==> src/rtl/line_assembler_trim_defines.svh <==
// ----------------------------------------------------------------------------
// line_assembler_trim_defines
// assertion macros used by the line assembler rtl
// ----------------------------------------------------------------------------
`ifndef LINE_ASSEMBLER_TRIM_DEFINES_SVH
`define LINE_ASSEMBLER_TRIM_DEFINES_SVH

`ifndef ASSERT_OFF
// checked on every rising clock edge outside reset
`define LAT_ASSERT(lbl, prop, msg) \
   lbl: assert property (@(posedge clock) disable iff (reset) (prop)) else $error(msg);
// checked on every rising clock edge, reset included
`define LAT_ASSERT_ALWAYS(lbl, prop, msg) \
   lbl: assert property (@(posedge clock) (prop)) else $error(msg);
`else
`define LAT_ASSERT(lbl, prop, msg)
`define LAT_ASSERT_ALWAYS(lbl, prop, msg)
`endif

`endif

==> src/rtl/lat_pkg.sv <==
// ----------------------------------------------------------------------------
// lat_pkg
// shared constants, types and helpers of the line assembler
// ----------------------------------------------------------------------------
package lat_pkg;

   localparam int LINE_BYTES_DEF = 64;

   localparam logic [7:0] CH_CR = 8'h0D;
   localparam logic [7:0] CH_LF = 8'h0A;
   localparam logic [7:0] CH_SP = 8'h20;
   localparam logic [7:0] CH_HT = 8'h09;
   localparam logic [7:0] CH_VT = 8'h0B;
   localparam logic [7:0] CH_FF = 8'h0C;

   localparam logic [15:0] OVF_MAX = 16'hFFFF;

   typedef enum logic [1:0] {
      ST_IDLE,
      ST_READ,
      ST_LOAD
   } lat_state_type;

   // whitespace that is trimmed from both ends of a line
   function automatic logic is_blank(input logic [7:0] c);
      is_blank = (c == CH_SP) || (c == CH_HT) || (c == CH_VT) || (c == CH_FF);
   endfunction

endpackage

==> src/rtl/lat_line_ram.sv <==
// ----------------------------------------------------------------------------
// lat_line_ram
// line buffer storage, one write and one registered read port
// ----------------------------------------------------------------------------
module lat_line_ram import lat_pkg::*; #(
   parameter int LINE_BYTES = LINE_BYTES_DEF,
   parameter int AW         = $clog2(LINE_BYTES)
) (
   input  logic          clock,
   input  logic          wr_en,
   input  logic [AW-1:0] wr_addr,
   input  logic [7:0]    wr_data,
   input  logic          rd_en,
   input  logic [AW-1:0] rd_addr,
   output logic [7:0]    rd_data
);

   logic [7:0] mem [LINE_BYTES];
   logic [7:0] rd_data_ff;

   always_ff @(posedge clock) begin
      if (wr_en) begin
         mem[wr_addr] <= wr_data;
      end
   end

   // read data holds until the next read
   always_ff @(posedge clock) begin
      if (rd_en) begin
         rd_data_ff <= mem[rd_addr];
      end
   end

   assign rd_data = rd_data_ff;

endmodule

==> src/rtl/line_assembler_trim.sv <==
// ----------------------------------------------------------------------------
// line_assembler_trim
// assembles received bytes into command lines and emits them trimmed
// ----------------------------------------------------------------------------
// Each received byte is taken while the block is idle. Carriage returns are
// dropped, other bytes go into a LINE_BYTES deep line buffer, and the first
// and last non-whitespace positions are tracked as bytes arrive, so no scan
// is needed at line end. A line feed starts the readout: the trimmed line
// comes out one byte per transaction with rsp_line_end on the final byte,
// each byte passing through the single buffer read port (address, then
// load into the output register, which waits while the receiver stalls);
// req_stall stays high from the line feed until the last byte is loaded.
// The last byte may still wait in the output register while new bytes are
// already taken. An empty or all-whitespace line emits nothing. A byte that
// would fill the buffer (LINE_BYTES-1 bytes already held) bumps the
// saturating overflow count and the rest of that line up to its line feed is
// dropped. Every result carries the overflow count in rsp_overflow_lines.
// ----------------------------------------------------------------------------
`include "line_assembler_trim_defines.svh"

module line_assembler_trim import lat_pkg::*; #(
   parameter int LINE_BYTES = LINE_BYTES_DEF
) (
   input  logic        clock,
   input  logic        reset,
   // received byte channel
   input  logic        req_valid,
   output logic        req_stall,
   input  logic [7:0]  req_rx_byte,
   // trimmed line channel
   output logic        rsp_valid,
   input  logic        rsp_stall,
   output logic [7:0]  rsp_line_byte,
   output logic        rsp_line_end,
   output logic [15:0] rsp_overflow_lines
);

   localparam int AW = $clog2(LINE_BYTES);
   localparam logic [AW-1:0] FILL_MAX = AW'(LINE_BYTES - 1);

   // sequencer and line bookkeeping
   lat_state_type state_ff, state_in;
   logic [AW-1:0] fill_ff, fill_in;
   logic          discard_ff, discard_in;
   logic          has_data_ff, has_data_in;   // a non-whitespace byte is held
   logic [AW-1:0] head_ff, head_in;           // first non-whitespace position
   logic [AW-1:0] tail_ff, tail_in;           // last non-whitespace position
   logic [AW-1:0] ptr_ff, ptr_in;             // readout position
   logic [15:0]   ovf_ff, ovf_in;

   // output register
   logic          rsp_valid_ff, rsp_valid_in;
   logic [7:0]    rsp_byte_ff, rsp_byte_in;
   logic          rsp_end_ff, rsp_end_in;
   logic [15:0]   rsp_ovf_ff, rsp_ovf_in;

   // buffer ports
   logic          wr_en;
   logic          rd_en;
   logic [7:0]    rd_data;

   logic          req_take;
   logic          rsp_take;
   logic          out_free;

   assign req_stall = (state_ff != ST_IDLE);
   assign req_take  = req_valid && !req_stall;
   assign rsp_take  = rsp_valid_ff && !rsp_stall;
   // the output register can load when empty or emptied this cycle
   assign out_free  = !rsp_valid_ff || !rsp_stall;

   lat_line_ram #(
      .LINE_BYTES (LINE_BYTES),
      .AW         (AW)
   ) u_ram (
      .clock   (clock),
      .wr_en   (wr_en),
      .wr_addr (fill_ff),
      .wr_data (req_rx_byte),
      .rd_en   (rd_en),
      .rd_addr (ptr_ff),
      .rd_data (rd_data)
   );

   always_ff @(posedge clock) begin
      if (reset) begin
         state_ff     <= ST_IDLE;
         fill_ff      <= '0;
         discard_ff   <= 1'b0;
         has_data_ff  <= 1'b0;
         ovf_ff       <= '0;
         rsp_valid_ff <= 1'b0;
      end else begin
         state_ff     <= state_in;
         fill_ff      <= fill_in;
         discard_ff   <= discard_in;
         has_data_ff  <= has_data_in;
         ovf_ff       <= ovf_in;
         rsp_valid_ff <= rsp_valid_in;
      end
   end

   // payload registers, no reset needed
   always_ff @(posedge clock) begin
      head_ff     <= head_in;
      tail_ff     <= tail_in;
      ptr_ff      <= ptr_in;
      rsp_byte_ff <= rsp_byte_in;
      rsp_end_ff  <= rsp_end_in;
      rsp_ovf_ff  <= rsp_ovf_in;
   end

   always_comb begin
      state_in     = state_ff;
      fill_in      = fill_ff;
      discard_in   = discard_ff;
      has_data_in  = has_data_ff;
      head_in      = head_ff;
      tail_in      = tail_ff;
      ptr_in       = ptr_ff;
      ovf_in       = ovf_ff;
      rsp_valid_in = rsp_take ? 1'b0 : rsp_valid_ff;
      rsp_byte_in  = rsp_byte_ff;
      rsp_end_in   = rsp_end_ff;
      rsp_ovf_in   = rsp_ovf_ff;
      wr_en        = 1'b0;
      rd_en        = 1'b0;

      case (state_ff)
         ST_IDLE: begin
            if (req_take) begin
               if (req_rx_byte == CH_CR) begin
                  // carriage return is dropped in every state
               end else if (req_rx_byte == CH_LF) begin
                  fill_in     = '0;
                  has_data_in = 1'b0;
                  if (discard_ff) begin
                     discard_in = 1'b0;
                  end else if (has_data_ff) begin
                     // start readout of the trimmed span
                     ptr_in   = head_ff;
                     state_in = ST_READ;
                  end
               end else if (discard_ff) begin
                  // rest of an overflowed line is dropped
               end else if (fill_ff == FILL_MAX) begin
                  if (ovf_ff != OVF_MAX) begin
                     ovf_in = ovf_ff + 16'd1;
                  end
                  discard_in  = 1'b1;
                  fill_in     = '0;
                  has_data_in = 1'b0;
               end else begin
                  wr_en   = 1'b1;
                  fill_in = fill_ff + AW'(1);
                  if (!is_blank(req_rx_byte)) begin
                     tail_in = fill_ff;
                     if (!has_data_ff) begin
                        head_in     = fill_ff;
                        has_data_in = 1'b1;
                     end
                  end
               end
            end
         end
         ST_READ: begin
            rd_en    = 1'b1;
            state_in = ST_LOAD;
         end
         ST_LOAD: begin
            if (out_free) begin
               rsp_valid_in = 1'b1;
               rsp_byte_in  = rd_data;
               rsp_end_in   = (ptr_ff == tail_ff);
               rsp_ovf_in   = ovf_ff;
               if (ptr_ff == tail_ff) begin
                  state_in = ST_IDLE;
               end else begin
                  ptr_in   = ptr_ff + AW'(1);
                  state_in = ST_READ;
               end
            end
         end
         default: begin
            state_in = ST_IDLE;
         end
      endcase
   end

   assign rsp_valid          = rsp_valid_ff;
   assign rsp_line_byte      = rsp_byte_ff;
   assign rsp_line_end       = rsp_end_ff;
   assign rsp_overflow_lines = rsp_ovf_ff;

   // trimmed span lies inside the held bytes while collecting
   `LAT_ASSERT(a_span_in_fill, (state_ff == ST_IDLE && has_data_ff) |-> (head_ff <= tail_ff && tail_ff < fill_ff), "trimmed span outside held bytes")
   // a discarded line holds nothing
   `LAT_ASSERT(a_discard_empty, discard_ff |-> (!has_data_ff && fill_ff == '0), "bytes held while discarding")
   // readout never walks past the last kept byte
   `LAT_ASSERT(a_ptr_bound, (state_ff != ST_IDLE) |-> (ptr_ff <= tail_ff && !discard_ff), "readout past end of line")
   // overflow count only steps up by one
   `LAT_ASSERT(a_ovf_step, (ovf_ff != $past(ovf_ff)) |-> (ovf_ff == $past(ovf_ff) + 16'd1), "overflow count jumped")

endmodule

==> config.mk <==
export PLATFORM = sky130hd
export DESIGN_NAME = line_assembler_trim
export DESIGN_NICKNAME = d
export VERILOG_FILES = /design/src/rtl/lat_pkg.sv /design/src/rtl/lat_line_ram.sv /design/src/rtl/line_assembler_trim.sv
export VERILOG_INCLUDE_DIRS = /design/src /design/src/rtl
export SDC_FILE = /design/constraint.sdc
export NUM_CORES = 1
export LEC_CHECK = 0
export BUFFER_PORTS_ARGS = -buffer_cell sky130_fd_sc_hd__clkbuf_2
export CORE_MARGIN = 2
export CORE_UTILIZATION = 55
export CTS_CLUSTER_SIZE = 16
export DETAILED_ROUTE_END_ITERATION = 7
export PLACE_DENSITY = 0.77
export SYNTH_ARGS = -nofsm -noshare
export SYNTH_HDL_FRONTEND = slang
export SYNTH_SLANG_ARGS = --single-unit
==> constraint.sdc <==
create_clock -name clock -period 4.3 [get_ports clock]
set_input_delay 0.43 -clock clock [delete_from_list [all_inputs] [get_ports clock]]
set_output_delay 0.43 -clock clock [all_outputs]
set_load 0.005 [all_outputs]
# After elaboration in Yosys (flattened, before gate mapping)
# Memories as Yosys holds them, arrays and structs flattened. A register that Yosys moved wholly into a read port is not among the register bits.
# Index checks and enable logic that the tools add are counted.
# W data, S select, Z words.
[word_totals] mem_count=1 inputBits=12 elab_cells=101 ff_bits=70 mem_bits_rw=512
[mem_list] name="u_ram.mem" depth=64 width=8 rd=1 rd_ports_with_merged_regs=1 write_ports=1 line="lat_line_ram.sv:18" text="logic [7:0] mem [LINE_BYTES];"
[op_classes] eq_ne=20 n_reduce_logical=21 addsub=3 muxes=38 bitwise=6
[op_table] operator="$mux W6" count=10
[op_table] operator="$eq A8 B4 Y1 const B" count=5
[op_table] operator="$mux W1" count=20
[op_table] operator="$add A16 B1 Y16 const B" count=1
[op_table] operator="$ne A16 B16 Y1 const B" count=1
[op_table] operator="$reduce_and A8 Y1" count=2
[op_table] operator="$ne A2 B2 Y1 const B" count=7
[op_table] operator="$reduce_and A7 Y1" count=2
[op_table] operator="$add A6 B1 Y6 const B" count=2
[op_table] operator="$mux W2" count=6
[op_table] operator="$pmux W6 S2" count=1
[op_table] operator="$eq A8 B6 Y1 const B" count=1
[op_table] operator="$eq A6 B6 Y1" count=1
[op_table] operator="$eq A6 B6 Y1 const B" count=1
[op_table] operator="$not A1 Y1" count=6
[op_table] operator="$pmux W2 S3" count=1
[op_table] operator="$reduce_and A6 Y1" count=1
[op_table] operator="$reduce_and A5 Y1" count=1
[op_table] operator="$logic_or A1 B1 Y1" count=4
[op_table] operator="$reduce_and A4 Y1" count=1
[op_table] operator="$reduce_bool A2 Y1" count=2
[op_table] operator="$logic_not A1 Y1" count=3
[op_table] operator="$ne A3 B3 Y1 const B" count=1
[op_table] operator="$reduce_and A3 Y1" count=1
[op_table] operator="other kinds (6)" count=7

# Longest topological paths before layout
[logic_depth] ltp_word=9 depth_mapped=9 depth_no_buf=6

# Hierarchy
# Synthesis repeated with hierarchy kept, for this count alone.
[unflattened] hier_cells=1238 hier_area_um2=23344.9
[by_module_without_submodules] mod="lat_line_ram" n_inst=1 seq_area_each_um2=15615.0 cells_each=972 area_each_um2=20270.7
[by_module_without_submodules] mod="line_assembler_trim" n_inst=1 seq_area_each_um2=1831.8 cells_each=266 area_each_um2=3074.2

# Least setup slack after synthesis
# No wires, ideal clock.
[synth_path] path_kind="register to register" from="register state_ff[0]" to="register ptr_ff[0] (enable)" path_stages_with_launch=5 period_less_slack_ps=2902 t_required_ps=3919 n_path_buf=0 path_slack_ps=1398 arrival_ps=2521 setup_ps=381 path_cell_list="dfxtp_1 > nand2b_1 > a21oi_1 > a21oi_1 > a211oi_1"
[synth_between] elab_chain_cells=5
[synth_rtl] element="start, declared" line="line_assembler_trim.sv:42" text="lat_state_type state_ff, state_in;"
[synth_rtl] element="start signal, assigned" line="line_assembler_trim.sv:94" text="state_ff <= state_in;"
[synth_rtl] element="$reduce_bool A2 Y1" line="line_assembler_trim.sv:66" text="assign req_stall = (state_ff != ST_IDLE);"
[synth_rtl] element="$logic_not A1 Y1" line="line_assembler_trim.sv:67" text="assign req_take = req_valid && !req_stall;"
[synth_rtl] element="$logic_and A1 B1 Y1" line="line_assembler_trim.sv:67"
[synth_rtl] element="$ne A2 B2 Y1 (no source line)"
[synth_rtl] element="$reduce_and A8 Y1 (no source line) *"
[synth_rtl] element="end signal, assigned" line="line_assembler_trim.sv:107" text="ptr_ff <= ptr_in;"
[synth_rtl] element="end, declared" line="line_assembler_trim.sv:48" text="logic [AW-1:0] ptr_ff, ptr_in;"
# Every way passes the cells marked *; elsewhere a longest branch is shown, timed or not.
# A chain may end at the register's enable or synchronous reset.

==> metrics.txt <==
Top FF cell, synth edfxtp_1; FF/Latch Area 17,450 µm²; GRT Total Usage 24.47%; PnR Total Power 11.30 mW; DRT iter0 DRCs 1,674; Bufs and invs on worst path 2; core area 41,850 µm²; Worst EP required 4.61 ns; Vias/cell 6.536; status completed; Final Hold Viols 0; WL/cell 28.28 µm; final period utilization 79.67%; first-pass GRT wire length 78,680 µm; Max Cap Violations 0; row cnt 75; Tmin final 3.426 ns; Starting Density 55.48%; yosys warns 0; Worst-Skew Late Latency 0.60 ns; r2r setup slk 0.87 ns; Setup Buffers After CTS 0; top cells by area, synth edfxtp_1, mux4_2, dfxtp_1, mux2i_1, nor2_1; Clock Tree Root clkbuf_16; syn nets 1,223; Top Ports 39; TritonCTS clock tree built; Final Max Tran Viols 0; most frequent cell after synthesis edfxtp_1; Reg clk slew, reported paths 0.06 ns; Worst Hold Class input port to flip-flop; Layout Skew 0.03039 ns; Worst path max stage delay 1.08 ns; Post-Synth XOR/XNOR Area 0.4526%; Post-CTS Hold Buffers 0; Crit Path Max Fanout 22; Die Footprint 43,880 µm²; Synth top cells by count edfxtp_1, mux4_2, nor2_1, mux2i_1, a21oi_1; DR pass1 iterations 7; Worst-Margin Slew 1.107 ns; largest net degree at the start of global routing 70; cell taking the most area after synthesis edfxtp_1; vias in the first global route 12,140; Async S/R FF share, synth 0%; CP Launch Type flip-flop; design area 25,920 µm²; gpl congestion 0.8823; mux contribution to synthesized area 13.16%; area of the multi-input gates 5374 µm²; Mapped Cells 1,208; Port Buffers 38; ANT nets after route 0; Synth Area in Compound Gates 4.742%; #FFs+latches synth 590; H-tree depth 2; Worst Setup End Kind flip-flop; drt drc 0; Synth Area in Adders 0.1616%; largest family of logic cells by synthesized area multiplexers; initial antenna violation count 0; Placed Area 24,150 µm²; sequential share of the synthesized area 75.13%; Peak VDD IR 307.9 µV; cell area after synthesis 23,220 µm²; power per cell area 435.8 nW/µm²; Post-synth EDFFs 563; setup_tns 0 ns; Rel. slew slack 26.19%; WL final 52,780 µm; worst r2r src ptr_ff[2]$_DFFE_PP_; share of cells above drive strength 1 22.91%; Simple-Gate Fraction of Synth Area 4.607%; fill cell count 2,803; synth unique cells 62; pre-CTS WS 0.8747 ns; Worst path slowest cell edfxtp_1; FF-to-FF End u_ram.rd_data[7]$_DFFE_PN_; Die Y 209.5 µm; Num CTS Buffers 54; crit-path cells buf_12 -> buf_4 -> mux4_2 -> mux2i_1 -> nor3_1 -> o21ai_0 -> o31ai_1; CP endpoint u_ram.rd_data[7]$_DFFE_PN_; Die W 209.5 µm; WP depth 7; Mean Syn Cell Area 19.22 µm²; DP Wirelength 32,420 µm; area grow syn2layout 11.62%; CP Launch Point ptr_ff[2]$_DFFE_PP_; clock sinks 590; clock buffer depth 3; Post-CTS Resized 0; hold slack 0.1328 ns; top cell type's share of synthesized area 72.81%; final-stage net count 1,297; final setup fails 0; delay-heaviest family, CP flip-flops; FF-to-FF path depth 7; gr ovfl total 0; Static Leak 8.309 nW; total number of vias 12,200; RSZ-0062 raised after global routing no; n_diodes 0; arrival time at the worst endpoint 3.74 ns; final worst setup slack 0.8743 ns; Worst Setup Path Type flip-flop to flip-flop; FMAX 0.2919 GHz
==> power by group <==
part / internal, mW / switching (mW) / leakage [nW]
combinational: 0.0335 / 0.145 / 2.11
clock: 2.74 / 2.06 / 0.861
sequential: 6.31 / 0.0134 / 5.34
total: 9.08 / 2.22 / 8.31
==> metrics by stage <==
step                utilization [%]  std cells
finish                        61.93       1866
global route                  61.93       1866
CTS                           61.93       1866
detailed placement            57.70       1765
global placement              57.70       1765
floorplan                         -       1208
==> worst min path at each step <==
stage / start / endpoint / cells after the start
2_1_floorplan: u_ram.rd_data[0]$_DFFE_PN_ / rsp_line_byte[0]$_DFFE_PP_ / 0
3_3_place_gp: u_ram.rd_data[7]$_DFFE_PN_ / rsp_line_byte[7]$_DFFE_PP_ / 0
3_5_place_dp: u_ram.rd_data[7]$_DFFE_PN_ / rsp_line_byte[7]$_DFFE_PP_ / 0
4_1_cts: rsp_stall / rsp_valid$_SDFF_PP0_ / 3
5_1_grt: rsp_stall / rsp_valid$_SDFF_PP0_ / 3
6_report: rsp_stall / rsp_valid$_SDFF_PP0_ / 3
==> cell usage in the layout, fill, tap and decap left out, drive strengths merged, types with 9 or more instances in the layout <==
cell type  synthesis  final
nand3b             9      9
o21ai             21     21
nor3               9      9
dfxtp             27     27
a211oi            12     12
a22oi             17     17
o221ai            18     18
or4               14     14
o31ai             16     16
o22ai             11     11
clkbuf            23    102
mux2              13     13
mux4             107    107
buf               45     48
nand3             12     12
inv                7     10
nor2b             10     10
edfxtp           563    563
clkinv             1     25
mux2i             50     50
nand4              9      9
a21oi             37     37
nand2             22     22
or3                9      9
nor2              81     81
==> logic make-up after synthesis <==
| family | Yosys count |
|---|---|
| xor gates and xnor gates | 12 |
| muxes | 170 |
| adders and majority gates | 3 |
| and+or+nand+nor | 200 |
| AOI/OAI and AO/OA | 157 |
| buffers and inverters | 76 |
| DFF | 590 |
==> routing by layer <==
metal	GRT usage [%]	vias to the layer above	share of wire [%]	wire length (µm)
li1	-	5113	-	-
met4	8.462	0	3.3	1751
met3	4.504	109	8.5	4470
met1	34.75	6291	40	21010
met5	0	-	0	0
met2	38.89	684	48	25540
==> final cells by class <==
type	instances	area share [%]
tap	539	2.602
timing repair buffer	86	2.414
clock buffer	64	5.358
clock inverter	37	1.467
sequential	590	67.31
multi-input combinational	542	20.73
inverter	8	0.1159
==> flip-flops by register name (all words and copies together) (netlist names), 6 cells and up <==
name and cells:
rsp_overflow_lines 16, ptr_ff 6, head_ff 6, tail_ff 6, u_ram.mem 512, ovf_ff 16
rsp_line_byte 8, fill_ff 6, u_ram.rd_data 8
==> worst reg2reg max path: stages (launching register included) <==
cell	delay [ns]
edfxtp_1	1.08
buf_12	0.29
buf_4	0.31
mux4_2	0.36
mux2i_1	0.39
nor3_1	0.08
o21ai_0	0.48
o31ai_1	0.17
Note: power is estimated with default switching activity, not from simulation.
